===== src/sv/bmc_pkg.sv =====
`default_nettype none

package bmc_pkg;

  // Field widths of the streams and the configuration port.
  localparam int GAIN_W    = 32;
  localparam int ANG_W     = 17;
  localparam int RATE_W    = 16;
  localparam int WHL_W     = 12;
  localparam int DRV_W     = 16;
  localparam int IN_W      = 96;
  localparam int OUT_W     = 32;
  localparam int CFG_IDX_W = 3;

  // Internal datapath widths.
  localparam int ACC_W  = 60;         // product accumulator, holds two summed products
  localparam int MQ_W   = 26;         // multiplier operand shift register
  localparam int NB_W   = 5;          // multiplier bit count
  localparam int TERM_W = 42;         // a scaled term clamped to +-2^40
  localparam int FS_W   = 26;         // filtered speed, 8 fraction bits
  localparam int SI_W   = 20;         // speed integral, 8 fraction bits
  localparam int DVD_W  = 28;         // magnitude of the filter sum
  localparam int DVS_W  = DVD_W + 1;  // signed filter sum

  typedef enum logic [CFG_IDX_W-1:0] {
    REG_UP_PROP    = 3'd0,
    REG_UP_RATE    = 3'd1,
    REG_BAL_OFFSET = 3'd2,
    REG_SPD_PROP   = 3'd3,
    REG_SPD_INTEG  = 3'd4,
    REG_STR_PROP   = 3'd5,
    REG_STR_DAMP   = 3'd6
  } cfg_reg_t;

  typedef enum logic [4:0] {
    S_IDLE,
    S_SUM,
    S_DVD,
    S_DIV_GO,
    S_DIV_WAIT,
    S_FS,
    S_SI,
    S_UP_P,
    S_UP_PW,
    S_UP_D,
    S_UP_DW,
    S_UP_SC,
    S_VEL_P,
    S_VEL_PW,
    S_VEL_I,
    S_VEL_IW,
    S_VEL_SC,
    S_ST,
    S_STW,
    S_ST_SC,
    S_BAL,
    S_DRIVE
  } state_t;

  // Command to the serial multiply-accumulate unit.
  typedef struct packed {
    logic                     load;
    logic                     clear;
    logic signed [ACC_W-1:0]  mcand;
    logic signed [MQ_W-1:0]   mplier;
    logic [NB_W-1:0]          nbits;
  } mac_cmd_t;

  localparam logic signed [GAIN_W-1:0] RST_UP_PROP   = -32'sd11796480;
  localparam logic signed [GAIN_W-1:0] RST_UP_RATE   = -32'sd30147;
  localparam logic signed [ANG_W-1:0]  RST_OFFSET    = -17'sd1075;
  localparam logic signed [GAIN_W-1:0] RST_SPD_PROP  = 32'sd373555;
  localparam logic signed [GAIN_W-1:0] RST_SPD_INTEG = 32'sd1901;
  localparam logic signed [GAIN_W-1:0] RST_STR_PROP  = 32'sd0;
  localparam logic signed [GAIN_W-1:0] RST_STR_DAMP  = 32'sd0;

  localparam logic signed [SI_W-1:0]  SI_LIMIT      = 20'sd307200;
  localparam logic signed [ANG_W-1:0] SOFT_TILT     = 17'sd10240;
  localparam logic signed [ANG_W-1:0] NEG_SOFT_TILT = -17'sd10240;
  localparam logic signed [ANG_W-1:0] HARD_TILT     = 17'sd16384;
  localparam logic signed [ANG_W-1:0] NEG_HARD_TILT = -17'sd16384;

  localparam logic signed [ACC_W-1:0] TERM_HI = 60'sh100_0000_0000;
  localparam logic signed [ACC_W-1:0] TERM_LO = -TERM_HI;

  localparam logic [3:0] DIV_BY = 4'd10;

endpackage

`default_nettype wire


===== src/sv/bmc_smac.sv =====
`default_nettype none

// Shift-and-add multiply-accumulate, one multiplier bit per cycle. The
// multiplier is two's complement: its top bit carries negative weight.
module bmc_smac import bmc_pkg::*; (
  input  logic                    clk,
  input  logic                    rst,
  input  mac_cmd_t                cmd,
  output logic                    busy,
  output logic signed [ACC_W-1:0] acc
);

  logic signed [ACC_W-1:0] mcand;
  logic signed [MQ_W-1:0]  mplier;
  logic [NB_W-1:0]         cnt;
  logic signed [ACC_W-1:0] acc_next;

  assign busy = (cnt != '0);

  always_comb begin
    acc_next = acc;
    if (mplier[0]) begin
      if (cnt == NB_W'(1)) begin
        acc_next = acc - mcand;
      end else begin
        acc_next = acc + mcand;
      end
    end
  end

  always_ff @(posedge clk) begin
    if (rst) begin
      cnt <= '0;
    end else if (cmd.load) begin
      cnt <= cmd.nbits;
    end else if (busy) begin
      cnt <= cnt - NB_W'(1);
    end
  end

  always_ff @(posedge clk) begin
    if (cmd.load) begin
      mcand  <= cmd.mcand;
      mplier <= cmd.mplier;
      if (cmd.clear) begin
        acc <= '0;
      end
    end else if (busy) begin
      acc    <= acc_next;
      mcand  <= mcand <<< 1;
      mplier <= mplier >>> 1;
    end
  end

endmodule

`default_nettype wire


===== src/sv/bmc_div10.sv =====
`default_nettype none

// Restoring divide by ten of an unsigned value, one quotient bit per cycle.
module bmc_div10 import bmc_pkg::*; (
  input  logic             clk,
  input  logic             rst,
  input  logic             start,
  input  logic [DVD_W-1:0] dividend,
  output logic             busy,
  output logic [DVD_W-1:0] quotient
);

  localparam int CNT_W = $clog2(DVD_W + 1);

  logic [DVD_W-1:0] sr;
  logic [3:0]       rem;
  logic [CNT_W-1:0] cnt;
  logic [4:0]       trial;
  logic             fits;

  assign trial    = {rem, sr[DVD_W-1]};
  assign fits     = (trial >= {1'b0, DIV_BY});
  assign busy     = (cnt != '0);
  assign quotient = sr;

  always_ff @(posedge clk) begin
    if (rst) begin
      cnt <= '0;
    end else if (start) begin
      cnt <= CNT_W'(DVD_W);
    end else if (busy) begin
      cnt <= cnt - CNT_W'(1);
    end
  end

  // The dividend shifts out at the top while quotient bits shift in below.
  always_ff @(posedge clk) begin
    if (start) begin
      sr  <= dividend;
      rem <= '0;
    end else if (busy) begin
      if (fits) begin
        rem <= 4'(trial - {1'b0, DIV_BY});
      end else begin
        rem <= trial[3:0];
      end
      sr <= {sr[DVD_W-2:0], fits};
    end
  end

endmodule

`default_nettype wire


===== src/sv/balance_vehicle_motor_control_unit.sv =====
// An input transfer's result passes through the speed filter's divide by ten, then the
// bit-serial multiplier for the three product sums, then the drive mix; a held result
// stalls the block until the output register frees.
// One item at a time: the next input transfer is taken once the previous result sits
// in the output register, even if not yet taken.
// Synchronous active-high reset restores register defaults, clears loop state and m_tvalid.
`default_nettype none

module balance_vehicle_motor_control_unit import bmc_pkg::*; #(
  parameter int GAIN_FRACTION_BITS = 16
) (
  input  logic                 clk,
  input  logic                 rst,
  // Input stream. s_tdata from bit 0 up: pitch_angle[16:0], pitch_rate[15:0],
  // yaw_rate[15:0], left_wheel_speed[11:0], right_wheel_speed[11:0],
  // steer_command[16:0], zero fill.
  input  logic                 s_tvalid,
  output logic                 s_tready,
  input  logic [IN_W-1:0]      s_tdata,
  // Result stream. m_tdata from bit 0 up: left_drive[15:0], right_drive[15:0].
  // m_tuser: tilt_cutoff.
  output logic                 m_tvalid,
  input  logic                 m_tready,
  output logic [OUT_W-1:0]     m_tdata,
  output logic                 m_tuser,
  // Configuration writes.
  input  logic                 cfg_valid,
  output logic                 cfg_ready,
  input  logic [CFG_IDX_W-1:0] cfg_index,
  input  logic [GAIN_W-1:0]    cfg_data
);

  // Products carry GAIN_FRACTION_BITS from the gain and 8 from the angle, so
  // every term is scaled down by that sum with rounding toward zero.
  localparam int SHIFT = GAIN_FRACTION_BITS + 8;
  localparam logic [ACC_W-1:0] ROUND_BIAS = {{(ACC_W-SHIFT){1'b0}}, {SHIFT{1'b1}}};

  // Configuration registers.
  logic signed [GAIN_W-1:0] up_prop;
  logic signed [GAIN_W-1:0] up_rate;
  logic signed [ANG_W-1:0]  bal_offset;
  logic signed [GAIN_W-1:0] spd_prop;
  logic signed [GAIN_W-1:0] spd_integ;
  logic signed [GAIN_W-1:0] str_prop;
  logic signed [GAIN_W-1:0] str_damp;

  // Loop state.
  logic signed [FS_W-1:0] fs;
  logic signed [SI_W-1:0] si;

  // Item fields held for the length of the computation.
  logic signed [ANG_W-1:0]  pitch;
  logic signed [RATE_W-1:0] prate;
  logic signed [RATE_W-1:0] yaw;
  logic signed [WHL_W-1:0]  lw;
  logic signed [WHL_W-1:0]  rw;
  logic signed [ANG_W-1:0]  steer;

  // Intermediate results.
  logic signed [DVS_W-1:0]  t7;
  logic signed [DVS_W-1:0]  s768;
  logic signed [DVS_W-1:0]  dvd;
  logic signed [TERM_W-1:0] up_t;
  logic signed [TERM_W-1:0] vel_t;
  logic signed [TERM_W-1:0] st_t;
  logic signed [DRV_W-1:0]  bal;

  state_t state, state_next;

  mac_cmd_t                mac_cmd;
  logic                    mac_busy;
  logic signed [ACC_W-1:0] mac_acc;

  logic             div_start;
  logic             div_busy;
  logic [DVD_W-1:0] div_mag;
  logic [DVD_W-1:0] div_q;

  logic                    out_free;
  logic signed [ANG_W:0]   err;
  logic signed [WHL_W:0]   w_sum;
  logic signed [FS_W-1:0]  q_signed;
  logic signed [FS_W:0]    si_sum;
  logic signed [ACC_W-1:0] acc_rnd;
  logic signed [ACC_W-1:0] acc_shr;
  logic signed [TERM_W-1:0] term;
  logic signed [TERM_W:0]  bal_sum;
  logic signed [TERM_W:0]  l_sum;
  logic signed [TERM_W:0]  r_sum;
  logic                    cut;
  logic                    lean_clear;

  function automatic logic signed [DRV_W-1:0] sat_drive(input logic signed [TERM_W:0] x);
    logic signed [TERM_W:0] hi;
    logic signed [TERM_W:0] lo;
    hi = (TERM_W+1)'(32767);
    lo = -(TERM_W+1)'(32768);
    if (x > hi) begin
      sat_drive = DRV_W'(hi);
    end else if (x < lo) begin
      sat_drive = DRV_W'(lo);
    end else begin
      sat_drive = DRV_W'(x);
    end
  endfunction

  // The configuration port is always open; the user must write only while idle, as the block does not enforce it.
  assign cfg_ready = 1'b1;
  assign s_tready  = (state == S_IDLE);
  assign out_free  = !m_tvalid || m_tready;

  always_ff @(posedge clk) begin
    if (rst) begin
      up_prop    <= RST_UP_PROP;
      up_rate    <= RST_UP_RATE;
      bal_offset <= RST_OFFSET;
      spd_prop   <= RST_SPD_PROP;
      spd_integ  <= RST_SPD_INTEG;
      str_prop   <= RST_STR_PROP;
      str_damp   <= RST_STR_DAMP;
    end else if (cfg_valid && cfg_ready) begin
      unique case (cfg_index)
        REG_UP_PROP:    up_prop    <= cfg_data;
        REG_UP_RATE:    up_rate    <= cfg_data;
        REG_BAL_OFFSET: bal_offset <= cfg_data[ANG_W-1:0];
        REG_SPD_PROP:   spd_prop   <= cfg_data;
        REG_SPD_INTEG:  spd_integ  <= cfg_data;
        REG_STR_PROP:   str_prop   <= cfg_data;
        REG_STR_DAMP:   str_damp   <= cfg_data;
        default: begin
        end
      endcase
    end
  end

  // Combinational helpers for the sequencer.
  assign err        = (ANG_W+1)'(pitch) - (ANG_W+1)'(bal_offset);
  assign w_sum      = (WHL_W+1)'(lw) + (WHL_W+1)'(rw);
  assign div_mag    = dvd[DVS_W-1] ? DVD_W'(-dvd) : DVD_W'(dvd);
  assign q_signed   = FS_W'(div_q);
  assign si_sum     = (FS_W+1)'(si) + (FS_W+1)'(fs);
  assign cut        = (pitch >= HARD_TILT) || (pitch <= NEG_HARD_TILT);
  assign lean_clear = (pitch > SOFT_TILT) || (pitch < NEG_SOFT_TILT);

  // Scale the accumulated products: round toward zero, then clamp to +-2^40.
  assign acc_rnd = mac_acc + (mac_acc[ACC_W-1] ? ACC_W'(ROUND_BIAS) : ACC_W'(0));
  assign acc_shr = acc_rnd >>> SHIFT;
  always_comb begin
    if (acc_shr > TERM_HI) begin
      term = TERM_W'(TERM_HI);
    end else if (acc_shr < TERM_LO) begin
      term = TERM_W'(TERM_LO);
    end else begin
      term = TERM_W'(acc_shr);
    end
  end

  assign bal_sum = (TERM_W+1)'(up_t) + (TERM_W+1)'(vel_t);
  assign l_sum   = (TERM_W+1)'(bal) + (TERM_W+1)'(st_t);
  assign r_sum   = (TERM_W+1)'(bal) - (TERM_W+1)'(st_t);

  always_ff @(posedge clk) begin
    if (rst) begin
      state <= S_IDLE;
    end else begin
      state <= state_next;
    end
  end

  // Sequencer: speed filter and divide first, then the three product sums,
  // each run through the serial multiplier, then the drive mix.
  always_comb begin
    state_next    = state;
    div_start     = 1'b0;
    mac_cmd       = '0;
    unique case (state)
      S_IDLE: begin
        if (s_tvalid) begin
          state_next = S_SUM;
        end
      end
      S_SUM: state_next = S_DVD;
      S_DVD: state_next = S_DIV_GO;
      S_DIV_GO: begin
        div_start  = 1'b1;
        state_next = S_DIV_WAIT;
      end
      S_DIV_WAIT: begin
        if (!div_busy) begin
          state_next = S_FS;
        end
      end
      S_FS: state_next = S_SI;
      S_SI: state_next = S_UP_P;
      S_UP_P: begin
        mac_cmd.load   = 1'b1;
        mac_cmd.clear  = 1'b1;
        mac_cmd.mcand  = ACC_W'(up_prop);
        mac_cmd.mplier = MQ_W'(err);
        mac_cmd.nbits  = NB_W'(ANG_W + 1);
        state_next     = S_UP_PW;
      end
      S_UP_PW: begin
        if (!mac_busy) begin
          state_next = S_UP_D;
        end
      end
      S_UP_D: begin
        // The rate term carries no angle fraction, so its gain moves up 8 bits.
        mac_cmd.load   = 1'b1;
        mac_cmd.mcand  = ACC_W'(up_rate) <<< 8;
        mac_cmd.mplier = MQ_W'(prate);
        mac_cmd.nbits  = NB_W'(RATE_W);
        state_next     = S_UP_DW;
      end
      S_UP_DW: begin
        if (!mac_busy) begin
          state_next = S_UP_SC;
        end
      end
      S_UP_SC: state_next = S_VEL_P;
      S_VEL_P: begin
        mac_cmd.load   = 1'b1;
        mac_cmd.clear  = 1'b1;
        mac_cmd.mcand  = ACC_W'(spd_prop);
        mac_cmd.mplier = MQ_W'(fs);
        mac_cmd.nbits  = NB_W'(FS_W);
        state_next     = S_VEL_PW;
      end
      S_VEL_PW: begin
        if (!mac_busy) begin
          state_next = S_VEL_I;
        end
      end
      S_VEL_I: begin
        mac_cmd.load   = 1'b1;
        mac_cmd.mcand  = ACC_W'(spd_integ);
        mac_cmd.mplier = MQ_W'(si);
        mac_cmd.nbits  = NB_W'(SI_W);
        state_next     = S_VEL_IW;
      end
      S_VEL_IW: begin
        if (!mac_busy) begin
          state_next = S_VEL_SC;
        end
      end
      S_VEL_SC: state_next = S_ST;
      S_ST: begin
        mac_cmd.load  = 1'b1;
        mac_cmd.clear = 1'b1;
        if (steer == '0) begin
          // Yaw damping scales by the gain fraction alone; shifting the gain
          // up 8 bits lets it share the common scaling.
          mac_cmd.mcand  = ACC_W'(str_damp) <<< 8;
          mac_cmd.mplier = MQ_W'(yaw);
          mac_cmd.nbits  = NB_W'(RATE_W);
        end else begin
          mac_cmd.mcand  = ACC_W'(str_prop);
          mac_cmd.mplier = MQ_W'(steer);
          mac_cmd.nbits  = NB_W'(ANG_W);
        end
        state_next = S_STW;
      end
      S_STW: begin
        if (!mac_busy) begin
          state_next = S_ST_SC;
        end
      end
      S_ST_SC: state_next = S_BAL;
      S_BAL:   state_next = S_DRIVE;
      S_DRIVE: begin
        if (out_free) begin
          state_next = S_IDLE;
        end
      end
      default: state_next = S_IDLE;
    endcase
  end

  // Loop state and the output valid.
  always_ff @(posedge clk) begin
    if (rst) begin
      fs       <= '0;
      si       <= '0;
      m_tvalid <= 1'b0;
    end else begin
      if (state == S_FS) begin
        fs <= dvd[DVS_W-1] ? -q_signed : q_signed;
      end
      if (state == S_SI) begin
        if (si_sum > (FS_W+1)'(SI_LIMIT)) begin
          si <= SI_LIMIT;
        end else if (si_sum < -(FS_W+1)'(SI_LIMIT)) begin
          si <= -SI_LIMIT;
        end else begin
          si <= SI_W'(si_sum);
        end
      end
      // A large tilt empties the integral once this tick's drives are formed.
      if (state == S_DRIVE && out_free && lean_clear) begin
        si <= '0;
      end
      if (state == S_DRIVE && out_free) begin
        m_tvalid <= 1'b1;
      end else if (m_tready) begin
        m_tvalid <= 1'b0;
      end
    end
  end

  // Datapath registers.
  always_ff @(posedge clk) begin
    if (s_tvalid && s_tready) begin
      pitch <= s_tdata[16:0];
      prate <= s_tdata[32:17];
      yaw   <= s_tdata[48:33];
      lw    <= s_tdata[60:49];
      rw    <= s_tdata[72:61];
      steer <= s_tdata[89:73];
    end
    if (state == S_SUM) begin
      // 7 * fs and 768 * 10 * (left + right), both with 8 fraction bits.
      t7   <= (DVS_W'(fs) <<< 3) - DVS_W'(fs);
      s768 <= (DVS_W'(w_sum) <<< 13) - (DVS_W'(w_sum) <<< 9);
    end
    if (state == S_DVD) begin
      dvd <= t7 + s768;
    end
    if (state == S_UP_SC) begin
      up_t <= term;
    end
    if (state == S_VEL_SC) begin
      vel_t <= term;
    end
    if (state == S_ST_SC) begin
      st_t <= term;
    end
    if (state == S_BAL) begin
      bal <= sat_drive(bal_sum);
    end
    if (state == S_DRIVE && out_free) begin
      if (cut) begin
        m_tdata <= '0;
      end else begin
        m_tdata <= {sat_drive(r_sum), sat_drive(l_sum)};
      end
      m_tuser <= cut;
    end
  end

  bmc_smac u_smac (
    .clk  (clk),
    .rst  (rst),
    .cmd  (mac_cmd),
    .busy (mac_busy),
    .acc  (mac_acc)
  );

  bmc_div10 u_div10 (
    .clk      (clk),
    .rst      (rst),
    .start    (div_start),
    .dividend (div_mag),
    .busy     (div_busy),
    .quotient (div_q)
  );

endmodule

`default_nettype wire


===== config.mk =====
export PLATFORM = sky130hd
export DESIGN_NAME = balance_vehicle_motor_control_unit
export DESIGN_NICKNAME = d
export VERILOG_FILES = /design/src/sv/bmc_pkg.sv /design/src/sv/bmc_smac.sv /design/src/sv/bmc_div10.sv /design/src/sv/balance_vehicle_motor_control_unit.sv
export SDC_FILE = /design/constraint.sdc
export NUM_CORES = 2
export LEC_CHECK = 0
export ABC_CLOCK_PERIOD_IN_PS = 8140
export BUFFER_PORTS_ARGS = -buffer_cell sky130_fd_sc_hd__buf_4
export CORE_MARGIN = 1.5
export CORE_UTILIZATION = 53
export CTS_BUF_LIST = sky130_fd_sc_hd__clkbuf_8 sky130_fd_sc_hd__clkbuf_16
export DETAILED_ROUTE_END_ITERATION = 12
export PLACE_DENSITY = 0.76
export SETUP_SLACK_MARGIN = 0.02
export SLEW_MARGIN = 0
export SYNTH_ARGS = -nofsm -noshare
export SYNTH_HDL_FRONTEND = slang
export SYNTH_HIERARCHICAL = 1
export SYNTH_SLANG_ARGS = --single-unit
export TNS_END_PERCENT = 10

===== constraint.sdc =====
create_clock -name clk -period 8.14 [get_ports clk]
set_input_delay 0.814 -clock clk [delete_from_list [all_inputs] [get_ports clk]]
set_output_delay 0.814 -clock clk [all_outputs]
set_load 0.005 [all_outputs]

==> results_dict.tcl <==
set metrics [dict create \
    synth.net_count 5496 \
    startpoint_type "flip-flop" \
    viasPerCell 6.06 \
    gp_congestion 0.928 \
    netlist_area_um2 47700 \
    power.internal_mw 11.6 \
    drv_cap 0 \
    synth-edff-count 497 \
    p_leak_nw 20.4 \
    cts_root_buf "clkbuf_16" \
    arrival_ns 6.47 \
    cts_htree_levels 3 \
    grt_antenna_before_repair 2 \
    synth_top_area_share_pct 31.3 \
    avgSynthCellArea_um2 9.47 \
    drt_iter0_drc 3449 \
    p_sw_mw 7.35 \
    worstPathCellList "or4_4 > or4_4 > nor4_2 > nand2_1 > or4_1 > nor2_1 > a21oi_1 > xnor2_1 > ha_1 > and3_1 > nand4_1 > nor4_1 > inv_1 > o2111ai_1 > a31oi_1 > o31ai_1 > or4_1 > nand4_1" \
    n_fill_cell 7332 \
    rsz0062_at_grt "no" \
    antenna_cells 0 \
    cp_slowest_stage_delay_ns 0.57 \
    holdBufCountCts 0 \
    fmax_ghz 0.165 \
    slew_headroom_pct 14.2 \
    pwr-share-seq_pct 34.0 \
    whs_path_depth 1 \
    dieArea_um2 91800 \
    nNetsFinal 5559 \
    synth_top_cell_by_area "edfxtp_1" \
    hpwl_mm 85.3 \
    dp_cells 6185 \
    p_sw_share_pct 38.7 \
    synth_cell_type_count 103 \
    fin_skew_ns 0.0283 \
    areaGrowthSynthToFinish_pct 10.6 \
    synthArstFlopShare_pct 0 \
    setup_viol 0 \
    hold_class "in2reg" \
    yosysWarnings 6 \
    hold_viol_final 0 \
    drtPass1Iterations 6 \
    pwr-share-comb_pct 45.6 \
    ys.flop_type "edfxtp_1" \
    coreArea_um2 88800 \
    num_rows 109 \
    cts_setup_buffers 0 \
    clkLatencyLatePin_ns 0.65 \
    wl_mm 121 \
    clock_path_buffers 3 \
    wl_per_cell_um 19.1 \
    p_per_area_nw_per_um2 360 \
    slew_viol_final 0 \
    grt_usage_pct 25.5 \
    cts_num_sinks 772 \
    critPathCaptureType "flip-flop" \
    rr_worst_depth 18 \
    hold_slack_ns 0.341 \
    fin_tns_setup_ns 0 \
    cts-buffers-inserted 82 \
    via_count 38388 \
    port_buffers 164 \
    synth_seq_cells 772 \
    cts_tree "done" \
    die_w_um 303 \
    status "complete, no violations" \
    critical_path_class "reg2reg" \
    instances_no_fill 6336 \
    ant_nets 0 \
    drc_errors 0 \
    grt_pass1_vias 35911 \
    worst_pin_slew_ns 1.27 \
    die_h_um 303 \
    grt_pass1_wl_mm 190 \
    clkTransAtPathRegs_ns 0.06 \
    ios 172 \
    crit_slowest_cell "or4_4" \
    grt_overflow 0 \
    finalCritPeriodShare_pct 74.6 \
    worstPathMaxFanout 7 \
    start_util_pct 53.7 \
    min_period_ns 6.08 \
    drive_gt1_share_pct 10.4 \
    synth_area_leaders "edfxtp_1 (31%), dfxtp_1 (12%), ha_1 (8.2%), nand2_1 (5.0%), a21oi_1 (4.8%)" \
    irDropWorstVdd_mv 0.260 \
    p_total_mw 19.0 \
    grt_start_max_net_pins 117 \
    synth-seq-area-share_pct 42.8 \
    clkPwrFrac_pct 20.4 \
    cts_resized 0 \
    critPathRequiredTime_ns 8.53 \
    synth_cells 5041 \
]
## registers in the layout, indices dropped and copies added, names as in the netlist, 28 cells and up
name,count
u_smac/acc,60
u_smac/mcand,60
st_t,36
up_t,36
vel_t,36
m_tdata,32
spd_integ,32
spd_prop,32
str_damp,32
str_prop,32
up_prop,32
up_rate,32
dvd,29
t7,29
u_div10/quotient,28
## cell type report
type	count	area [um2]	share of cell area, %
multi-input cells	3823	25700	48.8
flip-flops and latches	772	20400	38.7
clock buffers	94	2220	4.20
repair buffers	196	1480	2.80
well taps	1165	1460	2.76
inverters	229	862	1.63
clock inverters	57	587	1.11
## worst paths after layout
check                   startpoint             end  slack, ns
setup / recovery  u_smac/mcand[15]  u_smac/acc[59]       2.06
setup reg to reg  u_smac/mcand[15]  u_smac/acc[59]       2.06
hold reg to reg              t7[4]          dvd[4]       0.42
hold / removal         s_tdata[44]         yaw[11]       0.34
## cell usage in the layout, fill, tap and decap left out, drive strengths merged, types with 39 or more instances in the layout
master / Yosys / final
dfxtp: 275 / 275
ha: 311 / 311
nand4: 51 / 51
nand3: 83 / 83
and3: 39 / 39
o21ai: 230 / 230
nand2: 640 / 640
or3: 39 / 39
a31oi: 39 / 39
inv: 228 / 246
o211ai: 51 / 51
a21o: 110 / 110
a21oi: 461 / 461
buf: 33 / 196
nand3b: 63 / 63
xnor2: 241 / 241
a22oi: 62 / 62
mux2: 113 / 113
nor2b: 47 / 47
o31ai: 71 / 71
clkbuf: 184 / 94
edfxtp: 497 / 497
xor2: 124 / 124
nor2: 346 / 346
a211oi: 50 / 50
o21bai: 46 / 46
nand2b: 52 / 52
nor3: 102 / 102
## worst max-delay path: cells and delay by family (launching register included)
family	cells	cell delay (ns)
simple gates	11	3.53
compound gates	4	1.15
flops	1	0.47
fa+ha+maj	1	0.41
xor+xnor	1	0.17
buf+inv	1	0.10
## routing by layer
metal  vias to the layer above  share of wire (%)  GRT usage, %
met5                         -              0.011             0
met4                         2                2.5          7.37
met3                       187                6.2          2.94
met2                      1333                 47          42.3
met1                     18235                 44          35.2
li1                      18631                  -             -
## cells in the mapped netlist, types with 17 or more instances
library cell  instances
a211o_1              23
a211oi_1             49
a21o_1              110
a21oi_1             458
a22o_1               17
a22oi_1              62
a31oi_1              39
and2_1               22
and3_1               39
clkbuf_1            184
dfxtp_1             275
edfxtp_1            497
ha_1                311
inv_1               225
mux2_2              113
mux2i_1              38
nand2_1             639
nand2b_1             51
nand3_1              83
nand3b_1             63
nand4_1              51
nor2_1              346
nor2b_1              46
nor3_1              101
nor4_1               35
o211ai_1             51
o21a_1               35
o21ai_0             215
o21bai_1             46
o31ai_1              70
or2_2                21
or3_1                37
or4_1                22
xnor2_1             241
xor2_1              124
## power groups by stage
stage	clock, mW	combinational [mW]	sequential, mW
floorplan	0	6.68	6.34
global placement	0	8.32	6.48
detailed placement	0	8.51	6.52
CTS	3.93	8.58	6.44
global route	4.07	9.61	6.54
finish	3.88	8.66	6.45
## cells by family after synthesis
kind of cell | after synthesis | synth area share, %
simple gates | 1613 | 16.1
xor+xnor | 365 | 6.70
fa+ha+maj | 319 | 8.49
flops | 772 | 42.8
buf+inv | 446 | 3.59
other cells | 1 | 0.00786
compound gates | 1374 | 18.8
mux | 151 | 3.46
## stage by stage
stage	util (%)	area [um2]	setup slack [ns]
after floorplan	-	47700	1.20
after global placement	56.3	50000	2.30
after detailed placement	56.3	50000	2.12
after CTS	59.4	52800	2.09
after global routing	59.4	52800	1.69
final	59.4	52800	2.06
Note: power is estimated with default switching activity, not from simulation.
